File: config.mk
export PLATFORM = sky130hd
export DESIGN_NAME = bounded_list_insert_delete_dump_unit
export DESIGN_NICKNAME = d
export VERILOG_FILES = /design/src/sv/blid_pkg.sv /design/src/sv/bounded_list_insert_delete_dump_unit.sv /design/src/sv/blid_ram.sv /design/src/sv/blid_seq.sv
export SDC_FILE = /design/constraint.sdc
export NUM_CORES = 1
export LEC_CHECK = 0
export BUFFER_PORTS_ARGS = -buffer_cell sky130_fd_sc_hd__buf_2
export CAP_MARGIN = 15
export CORE_MARGIN = 1
export CORE_UTILIZATION = 56
export CTS_CLUSTER_DIAMETER = 60
export DETAILED_ROUTE_END_ITERATION = 8
export PLACE_DENSITY = 0.83
export SKIP_CTS_REPAIR_TIMING = 1
export SYNTH_ARGS = -nofsm -noshare
export SYNTH_HDL_FRONTEND = slang
export SYNTH_SLANG_ARGS = --single-unit
File: constraint.sdc
create_clock -name clk -period 7.51 [get_ports clk]
set_input_delay 0.751 -clock clk [delete_from_list [all_inputs] [get_ports clk]]
set_output_delay 0.751 -clock clk [all_outputs]
set_load 0.005 [all_outputs]
File: src/sv/blid_pkg.sv
// Shared constants, types and slot arithmetic for the bounded list unit.
package blid_pkg;

  localparam int DEPTH = 16;
  localparam int IDX_W = (DEPTH > 1) ? $clog2(DEPTH) : 1;
  localparam int CNT_W = $clog2(DEPTH + 1);
  localparam int DATA_W = 32;

  typedef logic [IDX_W-1:0] idx_t;
  typedef logic [CNT_W-1:0] cnt_t;
  typedef logic [CNT_W:0] sum_t;
  typedef logic [DATA_W-1:0] data_t;

  typedef enum logic [1:0] {
    OP_PUSH_FRONT = 2'd0,
    OP_PUSH_BACK  = 2'd1,
    OP_DELETE     = 2'd2,
    OP_NOP        = 2'd3
  } op_t;

  typedef struct packed {
    logic  wr_en;
    idx_t  wr_addr;
    data_t wr_data;
    logic  rd_en;
    idx_t  rd_addr;
  } ram_req_t;

  function automatic idx_t slot(input idx_t front, input cnt_t off);
    sum_t s;
    s = sum_t'(front) + sum_t'(off);
    if (s >= sum_t'(DEPTH)) begin
      s = s - sum_t'(DEPTH);
    end
    return s[IDX_W-1:0];
  endfunction

  function automatic idx_t idx_dec(input idx_t front);
    idx_t r;
    if (front == '0) begin
      r = idx_t'(DEPTH - 1);
    end else begin
      r = front - idx_t'(1);
    end
    return r;
  endfunction

endpackage

File: src/sv/bounded_list_insert_delete_dump_unit.sv
// Bounded double-ended list with positional delete and full listing after each item.
// Takes one item at a time: in_ready is high only between listings. After acceptance, a
// delete at position p of a list of n elements closes the gap through the element store,
// and skips this when p is n-1. The list is then read out front to back: a first read is
// issued, then each element is loaded and then output, since the store has a single
// registered read port. An empty list gives its single result in the cycle after
// acceptance. Inserts into a full list leave the list as it is and set
// out_insert_dropped on every result of that listing.
module bounded_list_insert_delete_dump_unit (
  input  logic               clk,
  input  logic               rst_n,
  input  logic               in_valid,
  output logic               in_ready,
  input  logic [1:0]         in_opcode,
  input  logic signed [31:0] in_operand_value,
  output logic               out_valid,
  input  logic               out_ready,
  output logic signed [31:0] out_element_value,
  output logic               out_last_of_listing,
  output logic               out_list_empty,
  output logic               out_insert_dropped
);
  import blid_pkg::*;

  ram_req_t ram_req;
  data_t    rd_data;

  blid_seq u_seq (
    .clk                 (clk),
    .rst_n               (rst_n),
    .in_valid            (in_valid),
    .in_ready            (in_ready),
    .in_opcode           (in_opcode),
    .in_operand_value    (in_operand_value),
    .out_valid           (out_valid),
    .out_ready           (out_ready),
    .out_element_value   (out_element_value),
    .out_last_of_listing (out_last_of_listing),
    .out_list_empty      (out_list_empty),
    .out_insert_dropped  (out_insert_dropped),
    .ram_req             (ram_req),
    .rd_data             (rd_data)
  );

  blid_ram u_ram (
    .clk     (clk),
    .req     (ram_req),
    .rd_data (rd_data)
  );

endmodule

File: src/sv/blid_ram.sv
// Element store: one write port, one registered read port.
module blid_ram (
  input  logic              clk,
  input  blid_pkg::ram_req_t req,
  output blid_pkg::data_t   rd_data
);
  import blid_pkg::*;

  data_t mem [DEPTH];
  data_t rd_data_r;

  always_ff @(posedge clk) begin
    if (req.wr_en) begin
      mem[req.wr_addr] <= req.wr_data;
    end
  end

  always_ff @(posedge clk) begin
    if (req.rd_en) begin
      rd_data_r <= mem[req.rd_addr];
    end
  end

  assign rd_data = rd_data_r;

endmodule

File: src/sv/blid_seq.sv
// Sequencer: applies each operation to the store, closes gaps and lists the elements.
module blid_seq (
  input  logic                   clk,
  input  logic                   rst_n,
  input  logic                   in_valid,
  output logic                   in_ready,
  input  logic [1:0]             in_opcode,
  input  logic signed [31:0]     in_operand_value,
  output logic                   out_valid,
  input  logic                   out_ready,
  output logic signed [31:0]     out_element_value,
  output logic                   out_last_of_listing,
  output logic                   out_list_empty,
  output logic                   out_insert_dropped,
  output blid_pkg::ram_req_t     ram_req,
  input  blid_pkg::data_t        rd_data
);
  import blid_pkg::*;

  typedef enum logic [4:0] {
    S_IDLE  = 5'b00001,
    S_SHIFT = 5'b00010,
    S_RD    = 5'b00100,
    S_LD    = 5'b01000,
    S_OUT   = 5'b10000
  } state_t;

  state_t state_r, state_nxt;
  idx_t   front_r, front_nxt;
  cnt_t   count_r, count_nxt;
  cnt_t   idx_r, idx_nxt;
  cnt_t   shift_rd_r, shift_rd_nxt;
  cnt_t   wr_off_r, wr_off_nxt;
  logic   wr_pend_r, wr_pend_nxt;
  logic   dropped_r, dropped_nxt;
  data_t  elem_r, elem_nxt;
  logic   last_r, last_nxt;
  logic   empty_r, empty_nxt;

  always_comb begin
    cnt_t pos_v;
    logic shift_v;
    state_nxt    = state_r;
    front_nxt    = front_r;
    count_nxt    = count_r;
    idx_nxt      = idx_r;
    shift_rd_nxt = shift_rd_r;
    wr_off_nxt   = wr_off_r;
    wr_pend_nxt  = wr_pend_r;
    dropped_nxt  = dropped_r;
    elem_nxt     = elem_r;
    last_nxt     = last_r;
    empty_nxt    = empty_r;
    ram_req      = '0;
    pos_v        = in_operand_value[CNT_W-1:0];
    shift_v      = 1'b0;
    in_ready     = (state_r == S_IDLE);
    out_valid    = (state_r == S_OUT);
    unique case (state_r)
      S_IDLE: begin
        if (in_valid) begin
          dropped_nxt = 1'b0;
          unique case (op_t'(in_opcode))
            OP_PUSH_FRONT: begin
              if (count_r == cnt_t'(DEPTH)) begin
                dropped_nxt = 1'b1;
              end else begin
                front_nxt       = idx_dec(front_r);
                ram_req.wr_en   = 1'b1;
                ram_req.wr_addr = idx_dec(front_r);
                ram_req.wr_data = in_operand_value;
                count_nxt       = count_r + cnt_t'(1);
              end
            end
            OP_PUSH_BACK: begin
              if (count_r == cnt_t'(DEPTH)) begin
                dropped_nxt = 1'b1;
              end else begin
                ram_req.wr_en   = 1'b1;
                ram_req.wr_addr = slot(front_r, count_r);
                ram_req.wr_data = in_operand_value;
                count_nxt       = count_r + cnt_t'(1);
              end
            end
            OP_DELETE: begin
              if (!in_operand_value[31] &&
                  $unsigned(in_operand_value) < 32'(count_r)) begin
                if (pos_v + cnt_t'(1) < count_r) begin
                  shift_v      = 1'b1;
                  shift_rd_nxt = pos_v + cnt_t'(1);
                  wr_pend_nxt  = 1'b0;
                end else begin
                  count_nxt = count_r - cnt_t'(1);
                end
              end
            end
            default: begin
            end
          endcase
          idx_nxt = '0;
          if (shift_v) begin
            state_nxt = S_SHIFT;
          end else if (count_nxt == '0) begin
            elem_nxt  = '0;
            last_nxt  = 1'b1;
            empty_nxt = 1'b1;
            state_nxt = S_OUT;
          end else begin
            state_nxt = S_RD;
          end
        end
      end
      S_SHIFT: begin
        ram_req.wr_en   = wr_pend_r;
        ram_req.wr_addr = slot(front_r, wr_off_r);
        ram_req.wr_data = rd_data;
        if (shift_rd_r < count_r) begin
          ram_req.rd_en   = 1'b1;
          ram_req.rd_addr = slot(front_r, shift_rd_r);
          wr_pend_nxt     = 1'b1;
          wr_off_nxt      = shift_rd_r - cnt_t'(1);
          shift_rd_nxt    = shift_rd_r + cnt_t'(1);
        end else begin
          wr_pend_nxt = 1'b0;
          count_nxt   = count_r - cnt_t'(1);
          idx_nxt     = '0;
          state_nxt   = S_RD;
        end
      end
      S_RD: begin
        ram_req.rd_en   = 1'b1;
        ram_req.rd_addr = slot(front_r, idx_r);
        state_nxt       = S_LD;
      end
      S_LD: begin
        elem_nxt  = rd_data;
        last_nxt  = (idx_r + cnt_t'(1) == count_r);
        empty_nxt = 1'b0;
        state_nxt = S_OUT;
      end
      S_OUT: begin
        if (out_ready) begin
          if (last_r) begin
            state_nxt = S_IDLE;
          end else begin
            idx_nxt         = idx_r + cnt_t'(1);
            ram_req.rd_en   = 1'b1;
            ram_req.rd_addr = slot(front_r, idx_r + cnt_t'(1));
            state_nxt       = S_LD;
          end
        end
      end
      default: begin
        state_nxt = S_IDLE;
      end
    endcase
  end

  always_ff @(posedge clk) begin
    if (!rst_n) begin
      state_r   <= S_IDLE;
      front_r   <= '0;
      count_r   <= '0;
      wr_pend_r <= 1'b0;
    end else begin
      state_r   <= state_nxt;
      front_r   <= front_nxt;
      count_r   <= count_nxt;
      wr_pend_r <= wr_pend_nxt;
    end
  end

  always_ff @(posedge clk) begin
    idx_r      <= idx_nxt;
    shift_rd_r <= shift_rd_nxt;
    wr_off_r   <= wr_off_nxt;
    dropped_r  <= dropped_nxt;
    elem_r     <= elem_nxt;
    last_r     <= last_nxt;
    empty_r    <= empty_nxt;
  end

  assign out_element_value   = elem_r;
  assign out_last_of_listing = last_r;
  assign out_list_empty      = empty_r;
  assign out_insert_dropped  = dropped_r;

`ifndef SYNTHESIS
  a_count_bound: assert property (@(posedge clk) disable iff (!rst_n)
    count_r <= cnt_t'(DEPTH))
    else $error("element count exceeds depth");

  a_no_overlap: assert property (@(posedge clk) disable iff (!rst_n)
    in_ready |-> !out_valid)
    else $error("input taken while a listing is open");

  a_empty_last: assert property (@(posedge clk) disable iff (!rst_n)
    (out_valid && out_list_empty) |-> (out_last_of_listing && out_element_value == '0))
    else $error("empty listing not a single final zero result");

  a_rw_distinct: assert property (@(posedge clk) disable iff (!rst_n)
    (ram_req.wr_en && ram_req.rd_en) |-> (ram_req.wr_addr != ram_req.rd_addr))
    else $error("read and write hit the same entry");

  a_last_to_idle: assert property (@(posedge clk) disable iff (!rst_n)
    (out_valid && out_ready && out_last_of_listing) |=> in_ready)
    else $error("not ready after final transfer of a listing");
`endif

endmodule

== After elaboration in Yosys (flattened, before gate mapping) ==
Memory sizes are Yosys's and may differ from the RTL's. A register that Yosys moved wholly into a read port is not among the register bits.
Cells that the tools add are included.
Word-level totals
  register bits after elaboration: 65
  RAM bits: 512
  input port bits: 38
  output and inout port bits: 37
  logic and storage cells: 140
  memories: 1
Memories
  u_ram.mem: words 16, width 32, read ports 1, clocked after memory_dff 1, write ports 1, RTL line blid_ram.sv:9  | data_t mem [DEPTH];
Operators by class
  add/sub/neg operators: 17
  $lt $le $gt $ge: 8
  equality and inequality tests: 19
  mux-type cells: 65
  bitwise gates (word level): 1
  reduce and logical (&&, ||, !) cells: 18
Operator list (number)
  $pmux W37 S2: 2
  $mux W5: 24
  $mux W37: 3
  $mux W32: 3
  $pmux W32 S2: 1
  $lt A32 B5 Y1: 1
  $add A4 B5 Y6: 5
  $ge A6 B5 Y1 const B: 5
  $pmux W5 S2: 3
  $pmux W5 S3: 2
  $mux W4: 7
  $pmux W5 S5: 1
  $sub A4 B1 Y4 const B: 6
  $add A5 B1 Y5 const B: 4
  $mux W1: 16
  $ne A2 B1 Y1 const B: 6
  $eq A5 B5 Y1 const B: 2
  $lt A5 B5 Y1: 2
  $reduce_and A5 Y1: 2
  $sub A5 B1 Y5 const B: 2
  $ne A2 B2 Y1 const B: 4
  $reduce_and A4 Y1: 2
  $pmux W1 S2: 3
  $reduce_and A3 Y1: 2
  18 further kinds: 20

== Longest topological paths before layout ==
  word-level depth: 12
  mapped depth: 12
  depth with buffers taken out: 11

== By module ==
From an unflattened synthesis, not the netlist that was laid out.
Unflattened totals
  cells, all modules: 1316
  area total of the unflattened synthesis: 24846.3 um^2
By module, submodules not included
  blid_ram: instances 1, cells each 838, area each 20155.6 um^2, sequential area each 16335.7 um^2
  blid_seq: instances 1, cells each 478, area each 4690.7 um^2, sequential area each 1771.7 um^2

== Worst setup path after synthesis ==
No wires, ideal clock.
  path type: input-to-reg
  start: input in_operand_value[0]
  end: register u_seq.elem_r[0], in the netlist u_seq.out_element_value[0] (enable)
  arrival: 4276 ps
  required time: 7081 ps
  slack: 2805 ps
  stages on the path: 11
  cell sequence: ha_1 -> nand3_1 -> xnor2_1 -> ha_1 -> or2_2 -> and2_1 -> clkbuf_1 -> a41o_1 -> nor4_1 -> nand4b_1 -> o21ai_1
On the way
  word-level cells in the longest chain between the ends: 10
  elaborated cells between the ends (all ways): 18
  classes of those cells: 1 x add/sub; 2 x order compare; 2 x eq/ne; 10 x mux; 3 x reduce/logical
RTL lines
  start: declaration: RTL line bounded_list_insert_delete_dump_unit.sv:15  | input logic signed [31:0] in_operand_value,
  $add A5 B1 Y5: RTL line blid_seq.sv:88  | if (pos_v + cnt_t'(1) < count_r) begin
  $lt A5 B5 Y1: RTL line blid_seq.sv:88
  $mux W5: RTL line blid_seq.sv:88
  $mux W5: RTL line blid_seq.sv:86  | if (!in_operand_value[31] &&
  $pmux W5 S2: RTL line blid_seq.sv:63  | unique case (op_t'(in_opcode))
  $mux W5: RTL line blid_seq.sv:61  | if (in_valid) begin
  $mux W5: RTL line blid_seq.sv:59  | unique case (state_r)
  $logic_not A5 Y1: RTL line blid_seq.sv:103  | end else if (count_nxt == '0) begin
  $ne A2 B1 Y1 (no line)
  $reduce_and A4 Y1 (no line) *
  end signal: assignment: RTL line blid_seq.sv:178  | elem_r <= elem_nxt;
  end: declaration: RTL line blid_seq.sv:36  | data_t elem_r, elem_nxt;
Every way passes the cells marked *; elsewhere a longest branch is shown, timed or not. The select of a mux whose other input is x is not followed.
A chain may end at the register's enable or synchronous reset.

== Final worst setup path ==
  start: register u_seq.count_r[1]
  end: memory u_ram.mem[13][19] in the netlist's numbering (enable)
On the way
  word-level cells in the longest chain between the ends: 7
  elaborated cells between the ends (all ways): 12
  classes of those cells: 2 x add/sub; 1 x order compare; 1 x eq/ne; 8 x mux
RTL lines
  start: declaration: RTL line blid_seq.sv:30  | cnt_t count_r, count_nxt;
  start signal: assignment: RTL line blid_seq.sv:168  | count_r <= count_nxt;
  $add A4 B5 Y6 or $eq A5 B5 Y1 (tied branches): RTL line blid_pkg.sv:31, blid_seq.sv:65, blid_seq.sv:76
  $ge A6 B5 Y1 (tied with other cells): RTL line blid_pkg.sv:32  | if (s >= sum_t'(DEPTH)) begin
  $mux W4 or $pmux W37 S2 (tied branches): RTL line blid_pkg.sv:32, blid_seq.sv:63
  $mux W37 (on tied branches): RTL line blid_seq.sv:76, blid_seq.sv:61
  $pmux W37 S2 *: RTL line blid_seq.sv:63
  $mux W37 *: RTL line blid_seq.sv:61
  $pmux W37 S2 *: RTL line blid_seq.sv:59
  end: declaration: RTL line blid_ram.sv:9
Every way passes the cells marked *; elsewhere a longest branch is shown, timed or not.

==> metrics <==
vias in the first global route=13.9k; Mapped Cells=1296; Util after Layout=64.2%; global-route usage over all layers=between 20% and 30%; startpoint types=flip-flop; Wirelength per Cell=30.9 um; routability cong.=just over 0.9; share of cells above drive strength 1=around 25%; synth cell count leaders=edfxtp_1, mux4_2, a22oi_1; RSZ-0062 raised after global routing=no; register area share after synthesis=approximately 73%; clock buffer depth=3; clk sinks=around 610; highest ir drop seen on vdd=between 0.00015 and 0.0002 V; EDFF count, synth=593; top-area cell type share of the netlist area=a little under three quarters; via/cell ratio=6.80; status=complete, no violations; # rows=76; max-slew violation count=0; CP arrival=4830 ps; met1 global-route usage=37.6%; ys flop type=edfxtp_1; met2 Usage GRT=a little under half; Worst Max-Slew Pin Slew=between 1000 and 1500 ps; worst hold path type=in -> reg; ranking of synthesized cells by area=edfxtp_1, mux4_2, a22oi_1; Clock transition at path regs=approximately 70 ps; MaxCap Viol Count=0; worst rel slew slack=approximately 22%; die area=~45000 um^2; drt first pass iters=6; setup tns final=0 ps; setup ws final=between 2000 and 3000 ps; total power draw=0.00788 W; syn_nets=1374; Die Span Y=~210 um; nets@finish=approximately 1.5k; cts bufs inserted=between 50 and 60; IO Pins=75; Die W=about 210 um; post-route minimum period=roughly 4600 ps; crit path kind=reg -> reg; synth warn=0; final hold vios=0; global-route wire length before repair=91.2 mm; number of H-tree levels=2; GRT Residual Overflow=0; FF/Latch Area=between 15000 and 20000 um^2; multi-input logic area=between 6000 and 7000 um^2; Leakage Power=just over 9 nW; Initial Util=a little under three fifths; starting DRC count in detailed routing=1976; Max Freq=~220 MHz; DRT antenna net count=0; Yosys top cell by area=edfxtp_1; final WL=around 63 mm; Setup WS pre-CTS=about 2600 ps; most frequent cell after synthesis=edfxtp_1; worst path required time=7770 ps; core area=around 43000 um^2; via count=between 10k and 15k; DRC violation count after routing=0; Yosys cell types=67; # port buffers=74; Final period util=between 60 and 70%; Synth Register Bits=around 610; Root Driver=clkbuf_16; Post-DP HPWL=31.7 mm; largest net degree at the start of global routing=129; Antenna Cells=0; Mapped Area=roughly 25000 um^2; number of setup violations in the final report=0; async set or reset register ratio after synthesis=0%; number of fill cells=2794; Critical Path End Type=flip-flop; initial antenna violation count=0; CTS tree=yes; met3 usage=about 5.8%; Layout area overhead=12.3%; P per Cell Area=roughly 280 nW/um^2; skew final=21.2 ps; Clock Latency Late Sink=between 600 and 700 ps; Syn Area/Cell=19.1 um^2; Max FO, Critical Path=36; GR peak layer=met2
-- critical path: stages, from the launching register on --
cell and delay (ps):
dfxtp_1 480, inv_1 210, ha_1 270, nor3b_1 180, a21oi_1 340, and3_2 1030, a22oi_1 170, nor2_1 210
nand2b_1 320, nor2_4 500, buf_4 470
-- kinds of logic (layout without fill, tap and decap cells) --
group                    Yosys count  after routing  share of synthesized area (%)
XOR/XNOR                          33             33                           1.22
AO/OA/AOI/OAI                    191            191                           5.71
flip-flops                       608            608                           73.0
buffers and inverters             89            236                           1.87
AND/OR/NAND/NOR                  202            202                           4.18
adder cells (fa/ha/maj)           40             40                           2.17
multiplexers                     133            133                           11.8
-- metal layers --
metal  vias to the layer above  wire length (um)
li1                       5522                 -
met2                      1035             30700
met5                         -                 0
met1                      7035             22800
met4                         0              2820
met3                       205              6320
-- power by group --
part           switching, W  internal [W]
Clock               0.00129       0.00163
Combinational      0.000595      0.000330
Sequential        0.0000892       0.00394
-- final cells by class --
class	count	share of cell area [%]
clock buffer	62	5.26
inverter	28	0.377
timing repair buffer	102	2.13
tap	585	2.63
sequential	608	65.0
clock inverter	44	1.53
multi-input combinational	599	23.1
-- state kept, by name, indices dropped and copies added, names as in the netlist --
| signal | count |
|---|---|
| u_seq.wr_pend_r | 1 |
| u_ram.mem | 512 |
| u_seq.out_list_empty | 1 |
| u_seq.count_r | 5 |
| u_seq.out_insert_dropped | 1 |
| u_seq.out_last_of_listing | 1 |
| u_seq.front_r | 4 |
| u_seq.out_element_value | 32 |
| u_seq.idx_r | 5 |
| u_seq.shift_rd_r | 5 |
| u_ram.rd_data | 32 |
| u_seq.wr_off_r | 4 |
| u_seq.state_r | 5 |
-- placed cells by master, fill, tap and decap left out, drive strengths merged, types with 6 or more instances in the layout --
master    synthesis  layout
a211oi            7       7
a21o              6       6
a21oi            28      28
a22o             33      33
a22oi            67      67
and2             35      35
buf              33     102
bufinv            0       6
clkbuf           28      62
clkinv            0      27
clkinvlp          0       6
dfxtp            15      15
edfxtp          593     593
ha               35      35
inv              28      33
mux4            128     128
nand2            50      50
nand3            15      15
nor2             43      43
nor3              9       9
nor4              8       8
o21ai            19      19
or3               6       6
xnor2            19      19
xor2             13      13
-- final timing paths --
check	startpoint	end	slack (ps)	cells past startpoint
worst min register to register	u_seq.wr_pend_r	u_seq.wr_pend_r	540	2
worst max-delay path	u_seq.count_r[1]	u_ram.mem[13][19]	2940	10
worst min-delay path	rst_n	u_seq.state_r[0]	410	2
worst max register to register	u_seq.count_r[1]	u_ram.mem[13][19]	2940	10
-- through the flow --
step | cell area, um^2 | hold slack (ps) | std cells
after CTS | 27900 | 370 | 2028
after floorplan | 24800 | 468 | 1296
after global routing | 27900 | 409 | 2028
after global placement | 26000 | 508 | 1922
after detailed placement | 26000 | 524 | 1922
final | 27900 | 408 | 2028
No activity file was read; power rests on OpenSTA's default activity.
